===== src/rtl/tsq_pkg.sv =====
// Shared types and constants of the touch sample qualifier.
package tsq_pkg;

  localparam int unsigned SampleBitsDef = 10;
  localparam int unsigned FieldW        = 10;
  localparam int unsigned LimitW        = 10;
  localparam int unsigned OpW           = 2;
  localparam int unsigned ActW          = 2;
  localparam logic [LimitW-1:0] LimitReset = 10'd10;

  typedef enum logic [OpW-1:0] {
    OP_PEN_EDGE = 2'd0,
    OP_CONVERT  = 2'd1,
    OP_TICK     = 2'd2
  } op_e;

  typedef enum logic [ActW-1:0] {
    ACT_WAIT_DOWN = 2'd0,
    ACT_MEASURE   = 2'd1,
    ACT_WAIT_UP   = 2'd2,
    ACT_NONE      = 2'd3
  } act_e;

  typedef struct packed {
    logic [OpW-1:0]    opcode;
    logic              pen_up;
    logic [FieldW-1:0] x_sample;
    logic [FieldW-1:0] y_sample;
  } event_t;

  typedef struct packed {
    logic              report_valid;
    logic              touch_pressed;
    logic [FieldW-1:0] x_position;
    logic [FieldW-1:0] y_position;
    act_e              next_action;
  } result_t;

endpackage


===== src/rtl/tsq_in_stage.sv =====
// Input register: holds one accepted event word until the engine consumes it.
module tsq_in_stage import tsq_pkg::*; (
  input  logic   clk_i,
  input  logic   rst_ni,
  input  logic   in_valid_i,
  output logic   in_ready_o,
  input  event_t in_word_i,
  input  logic   advance_i,
  output logic   valid_o,
  output event_t word_o
);

  logic   valid_q;
  event_t word_q;

  // the stage refills whenever its word moves on in the same cycle
  assign in_ready_o = !valid_q || advance_i;

  always_ff @(posedge clk_i or negedge rst_ni) begin
    if (!rst_ni) begin
      valid_q <= 1'b0;
    end else if (in_ready_o) begin
      valid_q <= in_valid_i;
    end
  end

  always_ff @(posedge clk_i) begin
    if (in_ready_o && in_valid_i) begin
      word_q <= in_word_i;
    end
  end

  assign valid_o = valid_q;
  assign word_o  = word_q;

endmodule


===== config.mk =====
export PLATFORM = sky130hd
export DESIGN_NAME = tsq_in_stage
export DESIGN_NICKNAME = d
export VERILOG_FILES = /design/src/rtl/tsq_pkg.sv /design/src/rtl/tsq_in_stage.sv
export SDC_FILE = /design/constraint.sdc
export NUM_CORES = 1
export LEC_CHECK = 0
export BUFFER_PORTS_ARGS = -buffer_cell sky130_fd_sc_hd__buf_4
export CAP_MARGIN = 15
export CORE_UTILIZATION = 41
export CTS_CLUSTER_SIZE = 14
export DETAILED_ROUTE_END_ITERATION = 8
export HOLD_SLACK_MARGIN = 0.12
export PLACE_DENSITY_LB_ADDON = 0.2
export SLEW_MARGIN = 20
export SYNTH_ARGS = -nofsm -noshare
export SYNTH_HDL_FRONTEND = slang
export SYNTH_SLANG_ARGS = --single-unit

===== constraint.sdc =====
create_clock -name clk_i -period 2.4 [get_ports clk_i]
set_clock_uncertainty 0.1 [all_clocks]
set_input_delay 0.48 -clock clk_i [delete_from_list [all_inputs] [get_ports clk_i]]
set_output_delay 0.48 -clock clk_i [all_outputs]
set_load 0.05 [all_outputs]

==> results.sh <==
export IMPL_power_w=0.000822
export IMPL_syn_nets=54
export IMPL_overflow=0
export IMPL_setup_tns_ns=0
export IMPL_wl_per_cell_um=10.9
export IMPL_hold_path_class="in2reg"
export IMPL_drc=0
export IMPL_clkTransAtPathRegs_ns=0.12
export IMPL_crit_chain="nand2b_4 -> buf_4"
export IMPL_final_setup_viol_count=0
export IMPL_end_kind="output pin"
export IMPL_clock_sinks=24
export IMPL_cts_buffers_inserted=3
export IMPL_crit_family="flip-flops"
export IMPL_p_leak_nw=0.510
export IMPL_port_buffers=51
export IMPL_tightest_slew_ns=0.281
export IMPL_maxSlewHeadroom=0.812
export IMPL_critical_path_buf_inv_count=1
export IMPL_synthesis_area_um2=744
export IMPL_worst_setup_path_type="reg2out"
export IMPL_period_share=0.661
export IMPL_avgSynthCellArea_um2=27.6
export IMPL_core_area_um2=1710
export IMPL_ys_warn_count=0
export IMPL_ys_types=5
export IMPL_cp_max_fo=3
export IMPL_cts_tree="built"
export IMPL_postCtsSetupRepairBufs=0
export IMPL_ys_ff_latch=24
export IMPL_via_per_inst=4.27
export IMPL_cp_arrival_ns=1.01
export IMPL_antennaDiodeCount=0
export IMPL_wl_um=1170
export IMPL_gp_congestion=0.643
export IMPL_maxCapViolCount=0
export IMPL_netlist_instances=27
export IMPL_rsz0062_at_grt="no"
export IMPL_design_die_area_um2=1990
export IMPL_drtIter0Drc=9
export IMPL_drive_gt1_frac=0.675
export IMPL_grt_pass1_wl_um=1560
export IMPL_initial_core_util=0.436
export IMPL_syn2layout_area_growth_pct=60.5
export IMPL_finalCriticalPeriod_ns=1.59
export IMPL_die_x_um=44.6
export IMPL_rows=15
export IMPL_ant_nets=0
export IMPL_critPathLaunchType="flip-flop"
export IMPL_antenna_found_initial=0
export IMPL_grt_start_max_net_pins=24
export IMPL_crit_slowest_cell="dfrtp_1"
export IMPL_slew_violations=0
export IMPL_num_io_pins=52
export IMPL_track_usage=0.115
export IMPL_root_buffer="clkbuf_4"
export IMPL_final_util=0.700
export IMPL_required_ns=1.82
export IMPL_finalHoldViolations=0
export IMPL_status="completed"
export IMPL_vdd_ir_drop_max_v=0.000473
export IMPL_die_y_um=44.6
export IMPL_seq_area_frac_synth=0.961
export IMPL_crit_path_max_incr_delay_ns=0.42
export IMPL_clock_latency_ns=0.29
export IMPL_power_density_nw_per_um2=688
export IMPL_firstDrtPassIters=4
export IMPL_cts_buffer_depth=2
export IMPL_h_tree_depth=1
export IMPL_first_global_vias=395
export IMPL_max_freq_ghz=0.631
export IMPL_layout_nets=111
export IMPL_nFillCells=116
export IMPL_place_area_um2=1160
export IMPL_num_vias=461
export IMPL_post_route_cell_area_um2=1190
==> placed cells by master (no fill, tap or decap) <==
master	synthesis	routed
nand2b_1	1	1
nand2b_4	1	1
buf_4	0	51
dlygate4sd3_1	0	1
clkbuf_4	0	3
edfxtp_1	23	23
and2_4	1	1
dfrtp_1	1	1
clkinv_1	0	1
==> logic make-up after synthesis <==
| logic type | synth area share |
|---|---|
| AND/OR/NAND/NOR | 0.0387 |
| flip-flops | 0.961 |
==> Yosys cell counts <==
library cell,instances,share of area
and2_4,1,0.012
dfrtp_1,1,0.034
nand2b_1,1,0.0084
edfxtp_1,23,0.93
nand2b_4,1,0.018
==> layer usage <==
metal  global-route usage  vias to the layer above  part of all wire
met3               0.0612                        2              0.10
met5                    0                        -                 0
met4               0.0364                        0             0.012
met1                0.115                      212              0.33
met2                0.203                       30              0.56
li1                     -                      217                 -
==> stage by stage <==
stage                     setup WS [ns]  hold slack, ns  std cells
after global routing              0.770           0.218        108
after detailed placement          0.914           0.156        103
after CTS                         0.811           0.239        108
final                             0.814           0.249        108
after floorplan                   0.826          0.0844         27
after global placement            0.919           0.156        103
==> area by class of cell <==
cell class              count  area (um2)  share of cell area
clock buffers               3        22.5              0.0188
multi-input cells           3        28.8              0.0241
clock inverters             1        3.75             0.00314
flip-flops and latches     24         716               0.599
well taps                  25        31.3              0.0262
repair buffers             52         393               0.329
==> flip-flops by register name, summed over array words and instances (netlist names) <==
name and count:
word_o 23, valid_o 1
==> power by group <==
part	internal (W)	switching [W]	total, W
clock	0.0000605	0.000105	0.000165
sequential	0.000486	0.00000671	0.000493
combinational	0.0000589	0.000105	0.000164
total	0.000606	0.000216	0.000822
==> path summary, 6_finish.rpt <==
check	startpoint	to	slack [ns]	depth (start not counted)
worst max-delay path	valid_o	in_ready_o	0.81	2
worst min-delay path	in_word_i[22]	word_o[22]	0.25	1
worst max register to register	valid_o	word_o[11]	1.15	2
worst min register to register	valid_o	valid_o	0.47	2
max in group asynchronous	rst_ni	valid_o	1.75	2
min in group asynchronous	rst_ni	valid_o	0.37	2
==> what timing repair did <==
| action | in CTS | in global routing |
|---|---|---|
| endpoints found under the hold margin | 1 | 0 |
| resized for setup | 0 | 0 |
| hold buffers | 1 | 0 |
Note: power is estimated with default switching activity, not from simulation.
