==> src/rtl/tsq_pkg.sv <==
// Shared types and constants of the touch sample qualifier.
package tsq_pkg;

  localparam int unsigned SampleBitsDef = 10;
  localparam int unsigned FieldW        = 10;
  localparam int unsigned LimitW        = 10;
  localparam int unsigned OpW           = 2;
  localparam int unsigned ActW          = 2;
  localparam logic [LimitW-1:0] LimitReset = 10'd10;

  typedef enum logic [OpW-1:0] {
    OP_PEN_EDGE = 2'd0,
    OP_CONVERT  = 2'd1,
    OP_TICK     = 2'd2
  } op_e;

  typedef enum logic [ActW-1:0] {
    ACT_WAIT_DOWN = 2'd0,
    ACT_MEASURE   = 2'd1,
    ACT_WAIT_UP   = 2'd2,
    ACT_NONE      = 2'd3
  } act_e;

  typedef struct packed {
    logic [OpW-1:0]    opcode;
    logic              pen_up;
    logic [FieldW-1:0] x_sample;
    logic [FieldW-1:0] y_sample;
  } event_t;

  typedef struct packed {
    logic              report_valid;
    logic              touch_pressed;
    logic [FieldW-1:0] x_position;
    logic [FieldW-1:0] y_position;
    act_e              next_action;
  } result_t;

endpackage

==> src/rtl/tsq_engine.sv <==
// Qualification engine: sample count, sample stores, limit check and averaging.
module tsq_engine import tsq_pkg::*; #(
  parameter int unsigned SAMPLE_BITS = SampleBitsDef
) (
  input  logic              clk_i,
  input  logic              rst_ni,
  input  logic              fire_i,
  input  event_t            event_i,
  input  logic              cfg_we_i,
  input  logic [LimitW-1:0] cfg_limit_i,
  output result_t           result_o
);

  localparam int unsigned CmpW = (SAMPLE_BITS > LimitW) ? SAMPLE_BITS : LimitW;
  localparam int unsigned SumW = SAMPLE_BITS + 2;

  typedef logic [SAMPLE_BITS-1:0] smp_t;

  logic [LimitW-1:0] limit_q;
  logic [1:0]        count_q, count_d;
  smp_t              x_q [3];
  smp_t              y_q [3];
  smp_t              xs, ys;
  logic              store_we;
  logic              checks_ok;
  op_e               op;
  result_t           res;

  function automatic logic near_mean(smp_t a, smp_t b, smp_t c, logic [LimitW-1:0] lim);
    logic [SAMPLE_BITS:0] sum;
    smp_t                 mean;
    smp_t                 delta;
    sum   = {1'b0, a} + {1'b0, b};
    mean  = sum[SAMPLE_BITS:1];
    delta = (c > mean) ? (c - mean) : (mean - c);
    return CmpW'(delta) <= CmpW'(lim);
  endfunction

  function automatic logic [FieldW-1:0] avg4(smp_t a, smp_t b, smp_t c, smp_t d);
    logic [SumW-1:0] s;
    s = SumW'(a) + SumW'(b) + SumW'(c) + SumW'(d);
    return FieldW'(s >> 2);
  endfunction

  assign xs = SAMPLE_BITS'(event_i.x_sample);
  assign ys = SAMPLE_BITS'(event_i.y_sample);
  assign op = op_e'(event_i.opcode);

  // third sample against mean of first two, fourth (incoming) against second and third
  assign checks_ok = near_mean(x_q[0], x_q[1], x_q[2], limit_q) &&
                     near_mean(y_q[0], y_q[1], y_q[2], limit_q) &&
                     near_mean(x_q[1], x_q[2], xs, limit_q) &&
                     near_mean(y_q[1], y_q[2], ys, limit_q);

  always_comb begin
    res               = '0;
    res.next_action   = ACT_NONE;
    count_d           = count_q;
    store_we          = 1'b0;
    case (op)
      OP_PEN_EDGE: begin
        if (event_i.pen_up) begin
          res.report_valid = 1'b1;
          res.next_action  = ACT_WAIT_DOWN;
        end else begin
          res.next_action  = ACT_MEASURE;
        end
      end
      OP_CONVERT: begin
        if (event_i.pen_up) begin
          count_d          = '0;
          res.report_valid = 1'b1;
          res.next_action  = ACT_WAIT_DOWN;
        end else if (count_q == 2'd3) begin
          count_d = '0;
          if (checks_ok) begin
            res.report_valid  = 1'b1;
            res.touch_pressed = 1'b1;
            res.x_position    = avg4(x_q[0], x_q[1], x_q[2], xs);
            res.y_position    = avg4(y_q[0], y_q[1], y_q[2], ys);
            res.next_action   = ACT_WAIT_UP;
          end
        end else begin
          count_d         = count_q + 2'd1;
          store_we        = 1'b1;
          res.next_action = ACT_MEASURE;
        end
      end
      OP_TICK: begin
        res.next_action = event_i.pen_up ? ACT_WAIT_DOWN : ACT_MEASURE;
      end
      default: begin
        // unused opcode: no report, state kept
      end
    endcase
  end

  always_ff @(posedge clk_i or negedge rst_ni) begin
    if (!rst_ni) begin
      count_q <= '0;
      limit_q <= LimitReset;
    end else begin
      if (fire_i) begin
        count_q <= count_d;
      end
      if (cfg_we_i) begin
        limit_q <= cfg_limit_i;
      end
    end
  end

  for (genvar i = 0; i < 3; i++) begin : g_store
    always_ff @(posedge clk_i) begin
      if (fire_i && store_we && count_q == 2'(i)) begin
        x_q[i] <= xs;
        y_q[i] <= ys;
      end
    end
  end

  assign result_o = res;

endmodule

==> config.mk <==
export PLATFORM = sky130hd
export DESIGN_NAME = tsq_engine
export DESIGN_NICKNAME = d
export VERILOG_FILES = /design/src/rtl/tsq_pkg.sv /design/src/rtl/tsq_engine.sv
export SDC_FILE = /design/constraint.sdc
export NUM_CORES = 1
export LEC_CHECK = 0
export BUFFER_PORTS_ARGS = -buffer_cell sky130_fd_sc_hd__buf_4
export CORE_MARGIN = 3
export CORE_UTILIZATION = 51
export DETAILED_ROUTE_END_ITERATION = 8
export PLACE_DENSITY = 0.69
export SYNTH_ARGS = -nofsm -noshare
export SYNTH_HDL_FRONTEND = slang
export SYNTH_SLANG_ARGS = --single-unit
==> constraint.sdc <==
create_clock -name clk_i -period 19.4 [get_ports clk_i]
set_input_delay 1.94 -clock clk_i [delete_from_list [all_inputs] [get_ports clk_i]]
set_output_delay 1.94 -clock clk_i [all_outputs]
set_load 0.01 [all_outputs]
==> flow_summary.toml, run 1 <==
[run_status]
status = "finished, final reports clean"

[synth]
syn_area_per_cell_um2 = 9.66
synth_area_leader_cell = "ha_1"
synthFlopType = "edfxtp_1"
synth-edff-count = 60
synthXorXnorAreaFrac_pct = 7.49
synth_area_leaders = "ha_1 23%, edfxtp_1 19%, fa_1 11%"
synthArstFlopShare_pct = 16.7
synth_adder_area_share_pct = 34.1
synth_top_family_by_area = "adder cells"
postSynthCellCount = 992
yosysSeqAreaShare_pct = 22.0
synth_area_um2 = 9590
synth_nets = 1259
muxShareOfSynthArea_pct = 3.90
ys_seq_elements = 72
synthSimpleGateAreaFrac_pct = 11.4
yosysTopAreaCellShare_pct = 23.2
ys_types = 60
synth_compound_area_share_pct = 16.0
yosys_warnings = 0

[worst_setup_path]
cp.arrival_ps = 7780
crit_path_start_kind = "register"
required_ps = 17460
cp_max_fo = 19
cpPeakStageDelay_ps = 710
cp_slowest_cell = "nand2b_1"
path_buf_inv = 1
critPathKind = "register to primary output"
cp_top_family = "compound AO/OA/AOI/OAI gates"
end_kind = "primary output"

[route]
vias = 7161
drc = 0
ant_nets = 0
vias_per_cell = 5.58
wire_per_inst_um = 17.2
wl_mm = 22.1
drtIter0Drc = 395
first_pass_iters = 5

[clock_network]
cts_tree = "done"
cts_resized = 0
clock_latency_ps = 350
cts-htree-levels = 3
cts_buffer_depth = 2
cts_setup_buffers = 0
cts.clk_slew.worst_paths_ps = 60
cts_hold_buffers = 0
numCtsBuffers = 9
clock_sinks = 72
root_buffer = "clkbuf_16"

[global_routing]
grt_usage_pct = 22.5
grt_pass1_wl_mm = 36.2
grt_max_degree = 20
gr-total-overflow = 0
antenna_found_initial = 0
grt_pass1_vias = 7274

[final_layout]
antennaDiodeCount = 0
drive_gt1_share_pct = 10.0
n_fill_cell = 1603
nNetsFinal = 1317
area_growth_pct = 10.4
instances_no_fill = 1284
fin_util_pct = 58.1

[floorplan]
initial_utilization_pct = 52.6
fp.dieH_um = 143
io_pins = 61
core_region_area_um2 = 18200
rows = 49
dieArea_um2 = 20500
die-width_um = 143

[timing]
tns_ps = 0
timing.fmax_mhz = 103
fin_skew_ps = 4.19
report.final.slew_viol_count = 0
rsz0062_at_grt = "false"
tightest_slew_ps = 1110
setup_viol_count_final = 0
fin_crit_sh_pct = 50.1
hold_viol = 0
finalHoldWorstSlack_ps = 639
relSlewSlack_pct = 25.7
period_needed_ps = 9720

[power_and_ir_drop]
leakage_nw = 5.00
p_per_area_nw_per_um2 = 54.2
max-vdd-ir-drop_v = 0.0000486

[placement]
gp_congestion = 0.889
dpl.hpwl_mm = 18.3
portBuffers = 60
place_inst = 1268

[run]
maxCapViolations = 0

[min_path]
min_path_type = "register to register"
[cell usage after synthesis (3+ instances only)]
library cell    n
ha_1          178
inv_1         110
a21oi_1        70
edfxtp_1       60
nor2_1         58
fa_1           52
xnor2_1        50
a21o_1         39
nand2_1        39
o21ai_0        37
xor2_1         32
mux2i_1        31
nor2b_1        23
nand2b_1       22
nor3_1         19
o21bai_1       18
nand4_1        16
and2_1         14
nand3_1        13
dfrtp_1        10
a211oi_1        9
buf_2           8
o21ai_1         8
a211o_1         6
a31oi_1         6
clkbuf_1        5
a21oi_2         4
a41o_1          4
o211ai_1        4
mux2_2          3
nand3b_1        3
or3_1           3
[worst register-to-register path, delay by kind of cell (launching register included)]
kind	cells	cell delay [ps]
buf+inv	1	360
fa+ha+maj	1	250
flops	1	400
simple gates	2	1090
[worst paths after layout]
kind,from,end,slack [ps],cells past startpoint
max,x_q[0][21],result_o[18],9680,30
min,limit_q[2],limit_q[2],640,2
max reg2reg,count_q[0],y_q[0][7],17000,4
min reg2reg,limit_q[2],limit_q[2],640,2
max in group asynchronous,rst_ni,limit_q[3],17760,1
min in group asynchronous,rst_ni,count_q[0],1410,1
[logic make-up after synthesis]
logic type | Yosys count
buffers and inverters | 127
XOR/XNOR | 82
multiplexers | 36
AND/OR/NAND/NOR | 216
AO/OA/AOI/OAI | 229
flip-flops | 72
adder cells (fa/ha/maj) | 230
[per-stage QoR]
step	setup slack [ps]	power (mW)	area [um^2]
floorplan	11480	0.339	9590
global placement	10110	0.390	10300
detailed placement	10020	0.393	10300
CTS	9640	0.577	10600
global route	9160	0.611	10600
finish	9680	0.574	10600
[flip-flops by register name, summed over array words and instances, names as in the netlist]
signal   count
count_q      2
x_q         30
y_q         30
limit_q     10
[where the power goes]
part           switching, mW  total, mW  internal, mW
clock                 0.0701      0.183         0.113
sequential           0.00369      0.177         0.173
combinational          0.119      0.215        0.0954
[placed cells by master (no fill, tap or decap), drive strengths merged, types with 6 or more instances in the layout]
cell    count
nor2       58
dfrtp      10
xor2       32
edfxtp     60
o21bai     18
nand4      16
a21oi      75
inv       112
mux2i      31
nand2b     22
and2       14
a211o       6
clkbuf      9
o21ai      48
nor3       20
nand3      13
ha        178
nand2      39
nor2b      23
a31oi       7
a21o       39
a211oi      9
fa         52
xnor2      50
buf        63
[routing by layer]
metal / GRT usage (%) / vias up / wire length [um]
met5: 0 / - / 0
met4: 6.60 / 0 / 403
met3: 3.32 / 20 / 751
met2: 39.7 / 126 / 11000
met1: 28.5 / 3425 / 9960
li1: - / 3590 / -
[area by class of cell]
class | instances | area, um^2 | share of cell area (%)
Clock inverter | 7 | 95.1 | 0.898
Tap cell | 229 | 287 | 2.71
Inverter | 111 | 417 | 3.94
Timing Repair Buffer | 63 | 473 | 4.47
Multi-Input combinational cell | 793 | 6980 | 66.0
Clock buffer | 9 | 225 | 2.13
Sequential cell | 72 | 2100 | 19.9
Note: power is estimated with default switching activity, not from simulation.
==> run 2, diff against run 1 <==
PLACE_DENSITY = 0.72   (was 0.69)
clock period = 7.79 ns   (was 19.4 ns; I/O delays follow)
==> flow_summary.toml, run 2 (synthesized netlist as in run 1, its figures left out) <==
[worst_setup_path]
cp.arrival_ps = 6750
cp_slowest_cell = "edfxtp_1"
crit_top_cell = "a21oi_2"
critPathKind = "register to primary output"
cpPeakStageDelay_ps = 440
cp_max_fo = 10
cp-startpoint = "x_q[0][11]"
crit_path_start_kind = "register"
end_kind = "primary output"
path_buf_inv = 3
timing.rr.start = "count_q[0]"
cp_top_family = "compound AO/OA/AOI/OAI gates"
required_ps = 7010

[timing]
hold_viol = 0
fin_skew_ps = 8.95
timing.fmax_mhz = 133
relSlewSlack_pct = 54.4
tns_ps = 0
setup_viol_count_final = 0
report.final.slew_viol_count = 0
tightest_slew_ps = 684
fin_crit_sh_pct = 96.7
period_needed_ps = 7530
worst_slack_ps = 260

[route]
drtIter0Drc = 394
vias_per_cell = 5.62
ant_nets = 0
wire_per_inst_um = 17.1
wl_mm = 22.5
drc = 0
first_pass_iters = 5
vias = 7383

[placement]
dpl.hpwl_mm = 17.7
dp_slack_ps = 199
dpl_cell_area_um2 = 10300
gp_congestion = 0.853
portBuffers = 60
place_inst = 1272

[global_routing]
gr-max-usage-layer = "met2"
grt_pass1_vias = 7069
grt_max_degree = 21
use_met3_pct = 3.28
use_met1_pct = 27.7
globalRouteMet2Util_pct = 37.3
grt_usage_pct = 21.5
grt_pass1_wl_mm = 34.5
antenna_found_initial = 0
gr-total-overflow = 0

[final_layout]
final_common_cell = "ha_1"
instances_no_fill = 1314
nNetsFinal = 1347
antennaDiodeCount = 0
area_growth_pct = 14.0
final_area_um2 = 10900
drive_gt1_share_pct = 15.2
n_fill_cell = 1567
top_regs = "x_q (30), y_q (30), limit_q (10)"
final_cell_mix = "172 x ha_1, 110 x inv_1, 92 x buf_4, 60 x edfxtp_1, 58 x a21oi_1"

[clock_network]
cts_hold_buffers = 0
cts.clk_slew.worst_paths_ps = 60
cts_tree = "done"
root_buffer = "clkbuf_16"
clock_latency_ps = 350
cts_buffer_depth = 2
numCtsBuffers = 9
cts-htree-levels = 3
clock_sinks = 72

[floorplan]
initial_utilization_pct = 52.6
core_region_area_um2 = 18200
dieArea_um2 = 20500
rows = 49
die-width_um = 143
fp.dieH_um = 143
io_pins = 61

[min_path]
min_path_type = "input pin to asynchronous set/reset pin"

[power_and_ir_drop]
max-vdd-ir-drop_v = 0.000115
leakage_nw = 5.16
p_per_area_nw_per_um2 = 129

[run_status]
status = "finished, final reports clean"

[run]
maxCapViolations = 0
[run 2: cell types whose count changed in the layout (fill, tap and decap cells not counted), moves of 2 or more]
cell	previous run	this run
o21ai_2	2	4
xor2_2	0	2
ha_2	0	6
a21oi_1	70	58
inv_4	0	2
clkbuf_8	0	2
ha_1	178	172
bufinv_16	2	0
a21oi_2	4	16
o21ai_4	1	3
o21ai_0	37	35
clkinv_4	2	0
xor2_1	32	30
buf_4	63	92
[run 2: final cells by class]
type	instances	area (um^2)	area share, %
well taps	229	287	2.62
clock buffers	12	278	2.54
flip-flops and latches	72	2100	19.3
clock inverters	4	22.5	0.206
multi-input cells	794	7130	65.2
repair buffers	92	691	6.32
inverters	111	417	3.81
[run 2: worst reg2reg max path: stages, from the launching register on]
cell and delay, ps:
dfrtp_1 400, ha_1 250, nor3_1 350, and2_1 630
buf_4 380
[run 2: power breakdown]
group          switching [mW]  internal, mW  leakage, nW
combinational           0.304         0.250         4.32
clock                   0.166         0.251        0.154
sequential            0.00861         0.431        0.684
[run 2: routing by layer]
metal | share of wire (%) | up-vias | wire length, um
li1 | - | 3655 | -
met2 | 49 | 140 | 11100
met3 | 2.9 | 32 | 657
met4 | 2.1 | 0 | 482
met1 | 46 | 3556 | 10300
met5 | 0 | - | 0
[run 2: repair_timing]
action / 4_1_cts / 5_1_grt
gates cloned: 0 / 1
setup buffers: 5 / 20
pin swaps: 0 / 10
setup endpoints to repair: 21 / 22
gates resized for setup: 1 / 32
[run 2: final timing paths]
kind | to | slack, ps | cells past startpoint
max in group asynchronous | limit_q[1] | 7310 | 1
min | limit_q[2] | 250 | 1
min reg2reg | limit_q[8] | 620 | 2
max reg2reg | x_q[0][20] | 5450 | 4
min in group clk_i | limit_q[8] | 620 | 2
max | result_o[2] | 260 | 32
[run 2: per-stage QoR]
stage,util (%),hold WS (ps),power [mW]
global route,60.0,261,1.51
floorplan,-,483,0.844
finish,60.0,249,1.41
CTS,58.4,249,1.40
global placement,56.5,607,0.967
detailed placement,56.5,618,0.979
==> run 3, diff against run 2 <==
ABC_AREA = 1   (was unset)
PLACE_DENSITY = 0.71   (was 0.72)
==> flow_summary.toml, run 3 <==
[run_status]
status = "finished, final reports clean"

[power_and_ir_drop]
max-vdd-ir-drop_v = 0.000104
leakage_nw = 6.18
p_sw_mw = 0.584
power_frac_seq_pct = 30.1
p_comb_share_pct = 42.1
internal_power_mw = 0.883
p_sw_share_pct = 39.8
p_per_area_nw_per_um2 = 123
p_clk_share_pct = 27.8

[worst_setup_path]
r2r-end = "y_q[0][15]"
worst-r2r-setup-slack_ps = 5460
crit_path_start_kind = "register"
timing.rr.start = "count_q[0]"
cp_slowest_cell = "edfxtp_1"
r2r_cells = 3
cpPeakStageDelay_ps = 490
required_ps = 7010
path_buf_inv = 4
cp_top_family = "simple AND/OR/NAND/NOR gates"
cp.arrival_ps = 5630
crit_top_cell = "nand2_1"
cp_max_fo = 12
critPathKind = "register to primary output"
end_kind = "primary output"

[synth]
synth_most_common_cell = "nand2_1"
synth_area_leader_cell = "ha_1"
syn_area_per_cell_um2 = 7.47
yosysTopAreaCellShare_pct = 20.4
synth_common_cells = "316 x nand2_1, 257 x inv_1, 178 x ha_1"
synth_area_um2 = 10900
synth_nets = 1732
yosys_warnings = 0
synth_area_leaders = "ha_1 20%, edfxtp_1 16%, nand2_1 11%"
synth-edff-count = 60
ys_seq_elements = 72
ys_types = 48
synthFlopType = "edfxtp_1"
yosysSeqAreaShare_pct = 19.2
synthArstFlopShare_pct = 16.7
postSynthCellCount = 1465

[clock_network]
clock_latency_ps = 350
cts_setup_buffers = 0
cts_tree = "done"
cts_buffer_depth = 2
cts_hold_buffers = 0
root_buffer = "clkbuf_16"
cts-htree-levels = 3
cts_resized = 0
numCtsBuffers = 9
clock_sinks = 72
cts.clk_slew.worst_paths_ps = 70

[final_layout]
final_cell_mix = "316 x nand2_1, 257 x inv_1, 178 x ha_1, 113 x nor2_1, 112 x a21oi_1"
area_growth_pct = 8.87
drive_gt1_share_pct = 8.06
top_regs = "x_q (30), y_q (30), limit_q (10)"
final_common_cell = "nand2_1"
fin_util_pct = 57.8
antennaDiodeCount = 0
nNetsFinal = 1788

[timing]
rsz0062_at_grt = "false"
fin_crit_sh_pct = 82.3
timing.fmax_mhz = 156
tns_ps = 0
relSlewSlack_pct = 15.9
tightest_slew_ps = 1260
report.final.slew_viol_count = 0
hold_viol = 0
period_needed_ps = 6410
fin_skew_ps = 6.94
setup_viol_count_final = 0

[route]
drc = 0
vias = 9641
ant_nets = 0
vias_per_cell = 5.37
first_pass_iters = 5
wl_mm = 27.7
drtIter0Drc = 716
wire_per_inst_um = 15.4

[placement]
dpl.hpwl_mm = 23.3
portBuffers = 60
gp_congestion = 0.938

[floorplan]
initial_utilization_pct = 53.0
fp.dieH_um = 152
dieArea_um2 = 23200
rows = 52
die-width_um = 152
io_pins = 61
core_region_area_um2 = 20600

[global_routing]
antenna_found_initial = 0
grt_usage_pct = 23.6
grt_pass1_wl_mm = 45.5
grt_max_degree = 21
gr-total-overflow = 0
grt_pass1_vias = 9341

[run]
maxCapViolations = 0

[min_path]
min_path_type = "input pin to asynchronous set/reset pin"
==> run 3: layout make-up <==
class | count | area, um^2
Fill cell | 1967 | 8710
Multi-Input combinational cell | 1112 | 7730
Sequential cell | 72 | 2100
Inverter | 265 | 995
Timing Repair Buffer | 61 | 458
Tap cell | 270 | 338
Clock buffer | 10 | 229
Clock inverter | 6 | 52.6
==> run 3: layer usage <==
metal	vias up	track usage, %	routed length [um]
li1	4837	-	-
met1	4508	33.6	13200
met2	250	36.9	12200
met3	46	4.06	1660
met4	0	7.34	639
met5	-	0	0
==> run 3: per-stage QoR <==
step / hold WS [ps] / total power, mW / cell area, um^2 / setup slack [ps] / cells
2_1_floorplan: 483 / 0.909 / 10900 / 3040 / 1465
3_3_place_gp: 552 / 1.05 / 11600 / 2010 / 1780
3_5_place_dp: 566 / 1.06 / 11600 / 1890 / 1780
4_1_cts: 275 / 1.47 / 11900 / 1480 / 1796
5_1_grt: 287 / 1.58 / 11900 / 1000 / 1796
6_report: 277 / 1.47 / 11900 / 1380 / 1796
==> run 3: cell families (layout without fill, tap and decap cells) <==
group,after synthesis,count (layout),share of synthesized area (%)
AO/OA/AOI/OAI,246,246,12.4
XOR/XNOR,83,83,6.64
adder cells (fa/ha/maj),230,230,29.9
buffers and inverters,281,342,10.1
flip-flops,72,72,19.2
multiplexers,1,1,0.103
AND/OR/NAND/NOR,552,552,21.6
==> run 3: how the worst max path moves through the flow <==
stage	to	startpoint	slack [ps]	depth (start not counted)
5_1_grt	result_o[8]	y_q[0][22]	1000	29
3_3_place_gp	result_o[8]	y_q[0][22]	2010	29
2_1_floorplan	result_o[10]	y_q[0][21]	3040	27
6_report	result_o[8]	y_q[0][23]	1380	29
3_5_place_dp	result_o[8]	y_q[0][22]	1890	29
4_1_cts	result_o[9]	y_q[0][22]	1480	29
==> run 3: power groups by stage <==
stage	logic (mW)	registers, mW	clock network, mW
detailed placement	0.611	0.450	0
global placement	0.601	0.449	0
floorplan	0.463	0.447	0
finish	0.618	0.442	0.408
CTS	0.615	0.442	0.409
global route	0.710	0.443	0.427
