===== src/rtl/tsq_pkg.sv =====
// Shared types and constants of the touch sample qualifier.
package tsq_pkg;

  localparam int unsigned SampleBitsDef = 10;
  localparam int unsigned FieldW        = 10;
  localparam int unsigned LimitW        = 10;
  localparam int unsigned OpW           = 2;
  localparam int unsigned ActW          = 2;
  localparam logic [LimitW-1:0] LimitReset = 10'd10;

  typedef enum logic [OpW-1:0] {
    OP_PEN_EDGE = 2'd0,
    OP_CONVERT  = 2'd1,
    OP_TICK     = 2'd2
  } op_e;

  typedef enum logic [ActW-1:0] {
    ACT_WAIT_DOWN = 2'd0,
    ACT_MEASURE   = 2'd1,
    ACT_WAIT_UP   = 2'd2,
    ACT_NONE      = 2'd3
  } act_e;

  typedef struct packed {
    logic [OpW-1:0]    opcode;
    logic              pen_up;
    logic [FieldW-1:0] x_sample;
    logic [FieldW-1:0] y_sample;
  } event_t;

  typedef struct packed {
    logic              report_valid;
    logic              touch_pressed;
    logic [FieldW-1:0] x_position;
    logic [FieldW-1:0] y_position;
    act_e              next_action;
  } result_t;

endpackage


===== src/rtl/tsq_out_stage.sv =====
// Result register: holds one result word until the downstream side takes it.
module tsq_out_stage import tsq_pkg::*; (
  input  logic    clk_i,
  input  logic    rst_ni,
  input  logic    in_valid_i,
  input  result_t in_word_i,
  output logic    advance_o,
  output logic    out_valid_o,
  input  logic    out_ready_i,
  output result_t out_word_o
);

  logic    valid_q;
  result_t word_q;

  assign advance_o = !valid_q || out_ready_i;

  always_ff @(posedge clk_i or negedge rst_ni) begin
    if (!rst_ni) begin
      valid_q <= 1'b0;
    end else if (advance_o) begin
      valid_q <= in_valid_i;
    end
  end

  always_ff @(posedge clk_i) begin
    if (advance_o && in_valid_i) begin
      word_q <= in_word_i;
    end
  end

  assign out_valid_o = valid_q;
  assign out_word_o  = word_q;

endmodule


===== config.mk =====
export PLATFORM = sky130hd
export DESIGN_NAME = tsq_out_stage
export DESIGN_NICKNAME = d
export VERILOG_FILES = /design/src/rtl/tsq_pkg.sv /design/src/rtl/tsq_out_stage.sv
export SDC_FILE = /design/constraint.sdc
export NUM_CORES = 1
export LEC_CHECK = 0
export ABC_AREA = 1
export BUFFER_PORTS_ARGS = -buffer_cell sky130_fd_sc_hd__buf_2
export CORE_MARGIN = 1
export CORE_UTILIZATION = 40
export DETAILED_ROUTE_END_ITERATION = 8
export HOLD_SLACK_MARGIN = 0.1
export PLACE_DENSITY_LB_ADDON = 0.1
export RECOVER_POWER = 50
export SLEW_MARGIN = 20
export SYNTH_ARGS = -nofsm -noshare
export SYNTH_HDL_FRONTEND = slang
export SYNTH_SLANG_ARGS = --single-unit

===== constraint.sdc =====
create_clock -name clk_i -period 3.81 [get_ports clk_i]
set_input_delay 0 -clock clk_i [delete_from_list [all_inputs] [get_ports clk_i]]
set_output_delay 0 -clock clk_i [all_outputs]
set_load 0.005 [all_outputs]

==> results of run 1 <==
per-stage QoR:
stage | cells | setup slack, ns | util [%]
2_1_floorplan | 30 | 1.77 | -
3_3_place_gp | 108 | 2.12 | 60.4
3_5_place_dp | 108 | 2.42 | 60.9
4_1_cts | 140 | 2.39 | 78.2
5_1_grt | 140 | 2.32 | 77.9
6_report | 140 | 2.38 | 77.9
path summary, 6_finish.rpt:
kind,cells past startpoint,to,from
worst max-delay path,1,out_word_o[7],out_valid_o
worst min-delay path,3,out_word_o[3],out_ready_i
worst max register to register,1,out_word_o[7],out_valid_o
worst min register to register,1,out_word_o[3],out_valid_o
max in group asynchronous,3,out_valid_o,rst_ni
min in group asynchronous,3,out_valid_o,rst_ni
cells in the final DEF (no fill, tap or decap):
cell type,instances
sky130_fd_sc_hd__inv_1,2
sky130_fd_sc_hd__dlygate4sd3_1,28
sky130_fd_sc_hd__clkbuf_1,5
sky130_fd_sc_hd__dfrtp_1,1
sky130_fd_sc_hd__buf_2,49
sky130_fd_sc_hd__a21oi_4,1
sky130_fd_sc_hd__edfxtp_1,24
sky130_fd_sc_hd__clkbuf_4,3
sky130_fd_sc_hd__nand2_1,2
area by class of cell:
| cell class | count | share of cell area (%) |
|---|---|---|
| Sequential cell | 25 | 54.2 |
| Timing Repair Buffer | 81 | 39.3 |
| Tap cell | 25 | 2.27 |
| Clock buffer | 4 | 1.91 |
| Multi-Input combinational cell | 3 | 1.73 |
| Inverter | 2 | 0.546 |
power by group:
part / internal (W) / switching, W
registers: 0.000319 / 0.00000408
logic: 0.0000385 / 0.0000233
clock network: 0.0000408 / 0.0000700
total: 0.000398 / 0.0000974
Yosys cell counts:
| library cell | n |
|---|---|
| sky130_fd_sc_hd__a21oi_1 | 1 |
| sky130_fd_sc_hd__dfrtp_1 | 1 |
| sky130_fd_sc_hd__edfxtp_1 | 24 |
| sky130_fd_sc_hd__inv_1 | 2 |
| sky130_fd_sc_hd__nand2_1 | 2 |
timing repair:
item / CTS / global route
hold buffers: 28 / 0
gates resized for setup: 0 / 0
hold endpoints to repair: 26 / 0
logic make-up after synthesis:
logic type	count (synthesis)	synth area share, %
AO/OA/AOI/OAI	1	0.653
AND/OR/NAND/NOR	2	0.981
flip-flops	25	97.4
buffers and inverters	2	0.981
state kept, by name, indices dropped and copies added, names as in the netlist:
name	cells
out_valid_o	1
out_word_o	24
metal layers:
layer / routed length, microns / vias to the layer above
li1: - / 283
met1: 622 / 281
met2: 1070 / 32
met3: 107 / 4
met4: 28 / 0
met5: 0 / -
==> metrics.txt, run 1 <==
maximum net fanout on the critical path 24; clock-pin slew reported for the worst setup and hold paths after clock tree synthesis about 0.12 ns; Crit Path Class flip-flop to flip-flop; maximum clock skew at final layout around 0.0024 ns; synth-to-layout area growth 79.6%; TritonCTS buffer count 3; Sequential Area roughly 750 sq um; std cell rows 15; stage delay of the slowest cell on the critical path approximately 0.61 ns; number of inserted diodes 0; Warnings, synthesis 0; final-stage net count approximately 140; peak ir drop on the vdd network between 300 and 400 uV; time the final worst path needs with I/O delays and setup between 1 and 1.5 ns; upper clock frequency limit 701 MHz; cell accounting for the most synthesized area sky130_fd_sc_hd__edfxtp_1; detailed-route vias per instance 4.29; source-to-sink clock delay at the later pin of the worst-skew pair 0.30 ns; Slew HR approximately 52%; number of flip-flops and latches in the synthesized netlist 25; largest net degree at the start of global routing 25; count of buffer and inverter cells on the critical path 0; CTS tree yes; CP Data Required Time between 3 and 4 ns; Post-CTS Setup Bufs 0; Core Box Area roughly 1800 sq um; PwrDens between 300 and 400 nW/um^2; number of detailed-routing iterations run before antenna repair 4; boundary pin count 54; routability congestion estimate from global placement 0.674; endpoint arrival time on the critical path 1.38 ns; Max Cap Viol 0; top cells by area in the synthesized netlist sky130_fd_sc_hd__edfxtp_1 94%, sky130_fd_sc_hd__dfrtp_1 3.3%, sky130_fd_sc_hd__inv_1 0.98%; antenna violations before repair 0; sequential share of the synthesized area approximately 97%; global-route wire length before repair about 2600 microns; Finish-stage setup viols 0; top cell type's share of synthesized area 94.1%; Worst Hold Margin slightly below 0.3 ns; leak pwr slightly below 0.6 nW; total global routing overflow 0; startpoint type of the worst setup path flip-flop; Vias 600; class of the tightest hold or removal check input port to flip-flop; DRC Markers 0; Global Route Usage Sum 18.9%; Synth Net Count 58; met2 Usage GRT a little under two fifths; deepest clock path buffer count 2; number of global-route vias before repair 598; met1 capacity usage during global routing 17.0%; met3 track demand over resource in global routing ~3.6%; die width between 40 and 50 microns; full die area between 2000 and 2500 sq um; slew at the pin with the worst max-slew slack around 0.72 ns; PortBufs 53; cell area after technology mapping approximately 770 sq um; number of clock sinks 25; library cell used as clock root buffer sky130_fd_sc_hd__clkbuf_4; setup_tns 0 ns; Final Max Tran Viols 0; share of layout cells above drive strength 1 between 40% and 50%; HPWL after detailed placement roughly 850 microns; placed inst area 1070 sq um; First DRT Iteration DRCs 1; syn avg cell area approximately 26 sq um; final antenna-violating net count 0; number of inserted filler cells in the final layout about 120; nature of the critical path endpoint flip-flop; slack of the worst reg-to-reg path between 2 and 2.5 ns; initial core utilization a little over two fifths; final-report hold violation count 0; maximum level of the CTS H-tree 1; final clock period utilization by the worst path between 30% and 40%; slowest CP cell sky130_fd_sc_hd__a21oi_4; multi-input logic area between 20 and 25 sq um; RSZ-0062 raised after global routing false; cell count after synthesis 30; family with the most delay on the worst path compound AO/OA/AOI/OAI gates; total wire length after detailed routing 1830 microns; count of distinct cell types in the synthesized netlist 5; height of the chip 45.8 microns; final non-filler cell area 1380 sq um; average detailed-routed wire length per instance roughly 13 microns; crit path cell chain a21oi_4; run status completed; busiest layer in global routing met2; Overall Power slightly below 0.0005 W
No activity file was read; power rests on OpenSTA's default activity.
==> inputs of run 2 (changes only) <==
CORE_UTILIZATION = 38   (was 40)
clock period = 1.4 ns   (was 3.81 ns; I/O delays follow)
==> run 2 against run 1 <==
- combinational power rose to 2.8 times the previous value
- routed wire length down 7.0%
- clock skew up 0.0039 ns
- global-route usage down 2.2 points
==> metrics.txt, run 2 (same netlist as run 1, synthesis figures left out) <==
endpoint arrival time on the critical path 1.45 ns (was 1.38 ns); worst flop-to-flop path endpoint out_valid_o (was out_word_o[7]); Global Route Usage Sum 16.7% (was 18.9%); Vias 567 (was 600); hold path depth 4 (was 3); die width 46.9 microns (was 45.8 microns); Hold Path End out_word_o[6] (was out_word_o[3]); largest net degree at the start of global routing 25 (unchanged); total global routing overflow 0 (unchanged); final-stage net count 145 (was 144); number of clock sinks 25 (unchanged); CP Data Required Time 1.60 ns (was 3.76 ns); clock-pin slew reported for the worst setup and hold paths after clock tree synthesis 0.12 ns (about the same); Post-CTS Setup Bufs 0 (unchanged); maximum net fanout on the critical path 3 (was 24); placed insts 109 (was 108); upper clock frequency limit 801 MHz (was 701 MHz); post-route worst setup slack 0.152 ns (was 2.38 ns); register share of total power 65.0% (was 65.2%); slack of the worst reg-to-reg path 0.15 ns (was 2.38 ns); CP dominant cell by count sky130_fd_sc_hd__nand2_1; most common library cell in the layout ignoring fill and taps sky130_fd_sc_hd__buf_2 (unchanged); share of total power in the clock network 22.2% (was 22.4%); final-report hold violation count 0 (unchanged); Max Cap Viol 0 (unchanged); routability congestion estimate from global placement 0.649 (was 0.674); slew at the pin with the worst max-slew slack 0.160 ns (was 0.724 ns); average detailed-routed wire length per instance 12.0 microns (was 13.0 microns); internal power 0.00109 W (was 0.000398 W); launch point of the worst hold path out_ready_i (unchanged); Sw Ratio 19.6% (about the same); highest-count cells in the layout ignoring fill and taps 45 x sky130_fd_sc_hd__buf_2, 28 x sky130_fd_sc_hd__dlygate4sd3_1, 24 x sky130_fd_sc_hd__edfxtp_1, 8 x sky130_fd_sc_hd__clkbuf_1, 3 x sky130_fd_sc_hd__clkbuf_4 (was 49 x sky130_fd_sc_hd__buf_2, 28 x sky130_fd_sc_hd__dlygate4sd3_1, 24 x sky130_fd_sc_hd__edfxtp_1, 5 x sky130_fd_sc_hd__clkbuf_1, 3 x sky130_fd_sc_hd__clkbuf_4); source-to-sink clock delay at the later pin of the worst-skew pair 0.30 ns (about the same); stage delay of the slowest cell on the critical path 0.55 ns (was 0.61 ns); full die area 2200 sq um (was 2090 sq um); number of standard cells in the layout, taps in and fillers out 141 (was 140); PortBufs 53 (unchanged); crit path cell chain nand2_1 > nand2_1 > dlygate4sd3_1 (was a21oi_4); DRC Markers 0 (unchanged); CTS resizes 0 (unchanged); run status completed (unchanged); minimum setup slack after placement 0.312 ns (was 2.42 ns); share of layout cells above drive strength 1 43.1% (was 46.1%); Finish-stage setup viols 0 (unchanged); Final Max Tran Viols 0 (unchanged); nature of the critical path endpoint flip-flop (unchanged); number of inserted diodes 0 (unchanged); setup_tns 0 ns (unchanged); Overall Power 0.00135 W (was 0.000496 W); CTS tree yes (unchanged); number of flip-flops in the largest register 24 (unchanged); maximum clock skew at final layout 0.00630 ns (was 0.00242 ns); switching power total 0.000265 W (was 0.0000974 W); deepest clock path buffer count 2 (unchanged); PwrDens 974 nW/um^2 (was 361 nW/um^2); Core Box Area 1800 sq um (was 1760 sq um); RSZ-0062 raised after global routing false (unchanged); final antenna-violating net count 0 (unchanged); combinational share of power 12.8% (was 12.5%); maximum level of the CTS H-tree 1 (unchanged); detailed-route vias per instance 4.02 (was 4.29); library cell used as clock root buffer sky130_fd_sc_hd__clkbuf_4 (unchanged); placed inst area 1090 sq um (was 1070 sq um); final non-filler cell area 1390 sq um (was 1380 sq um); First DRT Iteration DRCs 5 (was 1); startpoint type of the worst setup path flip-flop (unchanged); synth-to-layout area growth 81.5% (was 79.6%); number of global-route vias before repair 585 (was 598); global-route wire length before repair 2390 microns (was 2560 microns); number of detailed-routing iterations run before antenna repair 2 (was 4); Crit Path Class flip-flop to flip-flop (unchanged); worst reg-to-reg path cell count 3 (was 1); time the final worst path needs with I/O delays and setup 1.25 ns (was 1.43 ns); initial core utilization 42.5% (was 43.4%); TritonCTS buffer count 3 (unchanged); std cell rows 15 (unchanged); boundary pin count 54 (unchanged); peak ir drop on the vdd network 733 uV (was 301 uV); worst reg2reg path startpoint out_valid_o (unchanged); height of the chip 46.9 microns (was 45.8 microns); antenna violations before repair 0 (unchanged); slowest CP cell sky130_fd_sc_hd__dlygate4sd3_1 (was sky130_fd_sc_hd__a21oi_4); total wire length after detailed routing 1700 microns (was 1830 microns); final clock period utilization by the worst path 89.2% (was 37.4%); Slew HR 89.4% (was 51.6%); leak pwr 0.584 nW (was 0.586 nW); cts-stage hold buffer count 28 (unchanged); class of the tightest hold or removal check input port to flip-flop (unchanged)
## run 2: cell count changes in the layout (fill, tap and decap cells not counted), sizes merged
cell,previous run,this run
buf,49,47
clkbuf,8,11
## run 2: cell type report
| class | count | area [sq um] |
|---|---|---|
| fillers | 120 | 412 |
| inverters | 2 | 7.51 |
| repair buffers | 82 | 556 |
| flip-flops and latches | 25 | 746 |
| multi-input cells | 3 | 23.8 |
| well taps | 25 | 31.3 |
| clock buffers | 4 | 26.3 |
## run 2: layer usage
metal  vias up  global-route usage, %  part of all wire (%)
met5         -                      0                     0
met4         0                   9.71                   1.1
met3         2                   5.00                   6.9
met2        34                   30.8                    54
met1       243                   16.4                    38
li1        288                      -                     -
## run 2: power by group through the flow
stage                     Combinational (W)  Clock (W)  Sequential, W
after floorplan                   0.0000202          0       0.000903
after global placement             0.000113          0       0.000896
after detailed placement           0.000115          0       0.000897
after CTS                          0.000175   0.000307       0.000880
after global routing               0.000191   0.000339       0.000883
final                              0.000174   0.000301       0.000880
## run 2: critical path, delay by kind of cell, from the launching register on
kind	cells	cell delay (ns)
flip-flops	1	0.44
buffers and inverters	1	0.55
AND/OR/NAND/NOR	2	0.15
## run 2: metrics by stage
step	hold slack [ns]	utilization (%)
after detailed placement	-0.223	60.7
after global routing	0.301	77.2
after global placement	-0.223	60.7
final	0.296	77.2
after CTS	0.303	77.7
after floorplan	-0.296	-
## run 2: worst max path at each step
stage / slack (ns) / cells past startpoint / from / end
CTS: 0.18 / 3 / out_valid_o / out_valid_o
floorplan: 0.11 / 1 / out_valid_o / out_word_o[0]
finish: 0.15 / 3 / out_valid_o / out_valid_o
global route: 0.11 / 3 / out_valid_o / out_valid_o
global placement: 0.34 / 2 / out_valid_o / out_word_o[21]
detailed placement: 0.31 / 2 / out_valid_o / out_word_o[5]
==> inputs of run 3 (changes only) <==
ABC_AREA = 0   (was 1)
CELL_PAD_IN_SITES_DETAIL_PLACEMENT = 1   (was default)
CELL_PAD_IN_SITES_GLOBAL_PLACEMENT = 1   (was default)
CORE_UTILIZATION = 30   (was 38)
==> run 3 against run 2 <==
- non-clock buffer count shrank 1
- critical path depth is the same
- die area grew 27%
- hold slack gained 0.0060 ns
- critical path type unchanged
- combinational power shrank 5%
- register-to-register slack gained 0.03 ns
- core utilization shrank 21 points
- clock skew is essentially flat
- routed wire length grew 0.82%
- final area shrank 0.90%
- maximum frequency grew 2.1%
- final cell count grew 1.4%
==> metrics.txt, run 3 <==
cts-stage hold buffer count 28 (unchanged); total global routing overflow 0 (unchanged); full die area 2790 sq um (was 2200 sq um); crit path cell chain nand2b_4 > nand2b_1 > dlygate4sd3_1 (was nand2_1 > nand2_1 > dlygate4sd3_1); CTS resizes 0 (unchanged); PwrDens 982 nW/um^2 (was 974 nW/um^2); antenna violations before repair 0 (unchanged); global-route wire length before repair 2550 microns (was 2390 microns); number of enable flip-flop cells after synthesis 24 (unchanged); number of flip-flops and latches in the synthesized netlist 25 (unchanged); peak ir drop on the vdd network 661 uV (was 733 uV); final clock period utilization by the worst path 87.4% (was 89.2%); initial core utilization 31.5% (was 42.5%); final-stage net count 142 (was 145); Core Box Area 2450 sq um (was 1800 sq um); sequential share of the synthesized area 96.3% (was 97.4%); slack of the worst reg-to-reg path 0.18 ns (was 0.15 ns); total wire length after detailed routing 1710 microns (was 1700 microns); slowest CP cell sky130_fd_sc_hd__dlygate4sd3_1 (unchanged); Sequential Area 746 sq um (unchanged); Final Max Tran Viols 0 (unchanged); most instantiated library cell after synthesis sky130_fd_sc_hd__edfxtp_1 (unchanged); upper clock frequency limit 818 MHz (was 801 MHz); number of flip-flops in the largest register 24 (unchanged); final antenna-violating net count 0 (unchanged); cell count after synthesis 28 (was 30); highest-count cells in the layout ignoring fill and taps 47 x sky130_fd_sc_hd__buf_2, 28 x sky130_fd_sc_hd__dlygate4sd3_1, 24 x sky130_fd_sc_hd__edfxtp_1, 6 x sky130_fd_sc_hd__clkbuf_1, 3 x sky130_fd_sc_hd__clkbuf_4 (was 45 x sky130_fd_sc_hd__buf_2, 28 x sky130_fd_sc_hd__dlygate4sd3_1, 24 x sky130_fd_sc_hd__edfxtp_1, 8 x sky130_fd_sc_hd__clkbuf_1, 3 x sky130_fd_sc_hd__clkbuf_4); most common library cell in the layout ignoring fill and taps sky130_fd_sc_hd__buf_2 (unchanged); multi-input logic area 28.8 sq um (was 23.8 sq um); height of the chip 52.8 microns (was 46.9 microns); Vias 565 (was 567); most frequently used flop master after synthesis sky130_fd_sc_hd__edfxtp_1 (unchanged); CP Data Required Time 1.61 ns (was 1.60 ns); library cell used as clock root buffer sky130_fd_sc_hd__clkbuf_4 (unchanged); nature of the critical path endpoint flip-flop (unchanged); average detailed-routed wire length per instance 12.0 microns (about the same); Async SR Flop Fraction 4.00% (unchanged); number of inserted filler cells in the final layout 259 (was 120); Overall Power 0.00135 W (about the same); RSZ-0062 raised after global routing false (unchanged); die width 52.8 microns (was 46.9 microns); Crit Path Class flip-flop to flip-flop (unchanged); Warnings, synthesis 0 (unchanged); family with the most delay on the worst path buffers and inverters (unchanged); Post-CTS Setup Bufs 0 (unchanged); number of global-route vias before repair 587 (was 585); deepest clock path buffer count 2 (unchanged); most common library cells after synthesis 24 x sky130_fd_sc_hd__edfxtp_1, 1 x sky130_fd_sc_hd__and2_4, 1 x sky130_fd_sc_hd__dfrtp_1, 1 x sky130_fd_sc_hd__nand2b_1, 1 x sky130_fd_sc_hd__nand2b_4 (was 24 x sky130_fd_sc_hd__edfxtp_1, 2 x sky130_fd_sc_hd__inv_1, 2 x sky130_fd_sc_hd__nand2_1); PortBufs 53 (unchanged); time the final worst path needs with I/O delays and setup 1.22 ns (was 1.25 ns); Global Route Usage Sum 13.3% (was 16.7%); routability congestion estimate from global placement 0.669 (was 0.649); number of detailed-routing iterations run before antenna repair 1 (was 2); count of distinct cell types in the synthesized netlist 5 (unchanged); TritonCTS buffer count 3 (unchanged); top cell type's share of synthesized area 93.1% (was 94.1%); number of inserted diodes 0 (unchanged); detailed-route vias per instance 3.95 (was 4.02); leak pwr 0.580 nW (was 0.584 nW); DRC Markers 0 (unchanged); share of layout cells above drive strength 1 46.9% (was 43.1%); top cells by area in the synthesized netlist sky130_fd_sc_hd__edfxtp_1 93%, sky130_fd_sc_hd__dfrtp_1 3.2%, sky130_fd_sc_hd__nand2b_4 1.8% (was sky130_fd_sc_hd__edfxtp_1 94%, sky130_fd_sc_hd__dfrtp_1 3.3%, sky130_fd_sc_hd__inv_1 0.98%); setup_tns 0 ns (unchanged); startpoint type of the worst setup path flip-flop (unchanged); synth-to-layout area growth 77.9% (was 81.5%); First DRT Iteration DRCs 0 (was 5); CTS tree yes (unchanged); count of buffer and inverter cells on the critical path 1 (unchanged); Max Cap Viol 0 (unchanged); cell accounting for the most synthesized area sky130_fd_sc_hd__edfxtp_1 (unchanged); std cell rows 18 (was 15); class of the tightest hold or removal check input port to primary output (was input port to flip-flop); source-to-sink clock delay at the later pin of the worst-skew pair 0.30 ns (about the same); maximum net fanout on the critical path 3 (unchanged); final-report hold violation count 0 (unchanged); Synth Net Count 56 (was 58); endpoint arrival time on the critical path 1.43 ns (was 1.45 ns); clock-pin slew reported for the worst setup and hold paths after clock tree synthesis 0.13 ns (was 0.12 ns); largest net degree at the start of global routing 25 (unchanged); Slew HR 79.4% (was 89.4%); cell area after technology mapping 774 sq um (was 766 sq um); syn avg cell area 27.7 sq um (was 25.5 sq um); maximum clock skew at final layout 0.00613 ns (was 0.00630 ns); number of clock sinks 25 (unchanged); Finish-stage setup viols 0 (unchanged); run status completed (unchanged); stage delay of the slowest cell on the critical path 0.55 ns (about the same); maximum level of the CTS H-tree 1 (unchanged); boundary pin count 54 (unchanged); slew at the pin with the worst max-slew slack 0.310 ns (was 0.160 ns)
==> run 3: cell types whose count changed after synthesis, sizes merged <==
| cell | previous run | this run |
|---|---|---|
| nand2 | 2 | 0 |
| inv | 2 | 0 |
| nand2b | 0 | 2 |
| and2 | 0 | 1 |
| a21oi | 1 | 0 |
==> run 3: stage by stage <==
| stage | instances | cell area [sq um] | utilization [%] | setup slack [ns] | hold slack (ns) |
|---|---|---|---|---|---|
| floorplan | 28 | 774 | - | 0.301 | -0.296 |
| global placement | 111 | 1080 | 43.9 | 0.264 | -0.224 |
| detailed placement | 111 | 1080 | 43.9 | 0.241 | -0.221 |
| CTS | 143 | 1390 | 56.4 | 0.191 | 0.289 |
| global route | 143 | 1380 | 56.1 | 0.116 | 0.338 |
| finish | 143 | 1380 | 56.1 | 0.177 | 0.302 |
==> run 3: where the power goes <==
group | switching [W] | internal (W) | leakage, nW
Sequential | 0.0000107 | 0.000868 | 0.239
Clock | 0.000202 | 0.000106 | 0.0177
Combinational | 0.0000588 | 0.000107 | 0.323
Total | 0.000271 | 0.00108 | 0.580
==> run 3: path summary, 6_finish.rpt <==
| check | cells after the start | end | startpoint |
|---|---|---|---|
| worst min-delay path | 3 | advance_o | out_ready_i |
| worst max register to register | 3 | out_valid_o | out_valid_o |
| max in group asynchronous | 3 | out_valid_o | rst_ni |
| worst min register to register | 2 | out_word_o[23] | out_valid_o |
| worst max-delay path | 3 | out_valid_o | out_valid_o |
| min in group asynchronous | 3 | out_valid_o | rst_ni |
==> run 3: final cells by class <==
cell class	instances	share of cell area, %
repair buffers	81	39.1
well taps	30	2.72
clock buffers	3	1.63
clock inverters	1	0.363
multi-input cells	3	2.09
flip-flops and latches	25	54.1
==> run 3: logic make-up after synthesis <==
family / after synthesis / synth area share, %
flip-flops: 25 / 96.3
AND/OR/NAND/NOR: 3 / 3.72
==> run 3: worst register-to-register path: stages (launching register included) <==
cell                            delay (ns)
sky130_fd_sc_hd__dfrtp_1              0.43
sky130_fd_sc_hd__nand2b_4             0.09
sky130_fd_sc_hd__nand2b_1             0.06
sky130_fd_sc_hd__dlygate4sd3_1        0.55
==> run 3: metal layers <==
layer | wire length [microns] | up-vias | part of all wire [%] | track usage (%)
li1 | - | 280 | - | -
met1 | 614 | 257 | 36 | 12.9
met2 | 995 | 28 | 58 | 26.4
met3 | 102 | 0 | 6.0 | 3.77
met4 | 0 | 0 | 0 | 3.95
met5 | 0 | - | 0 | 0
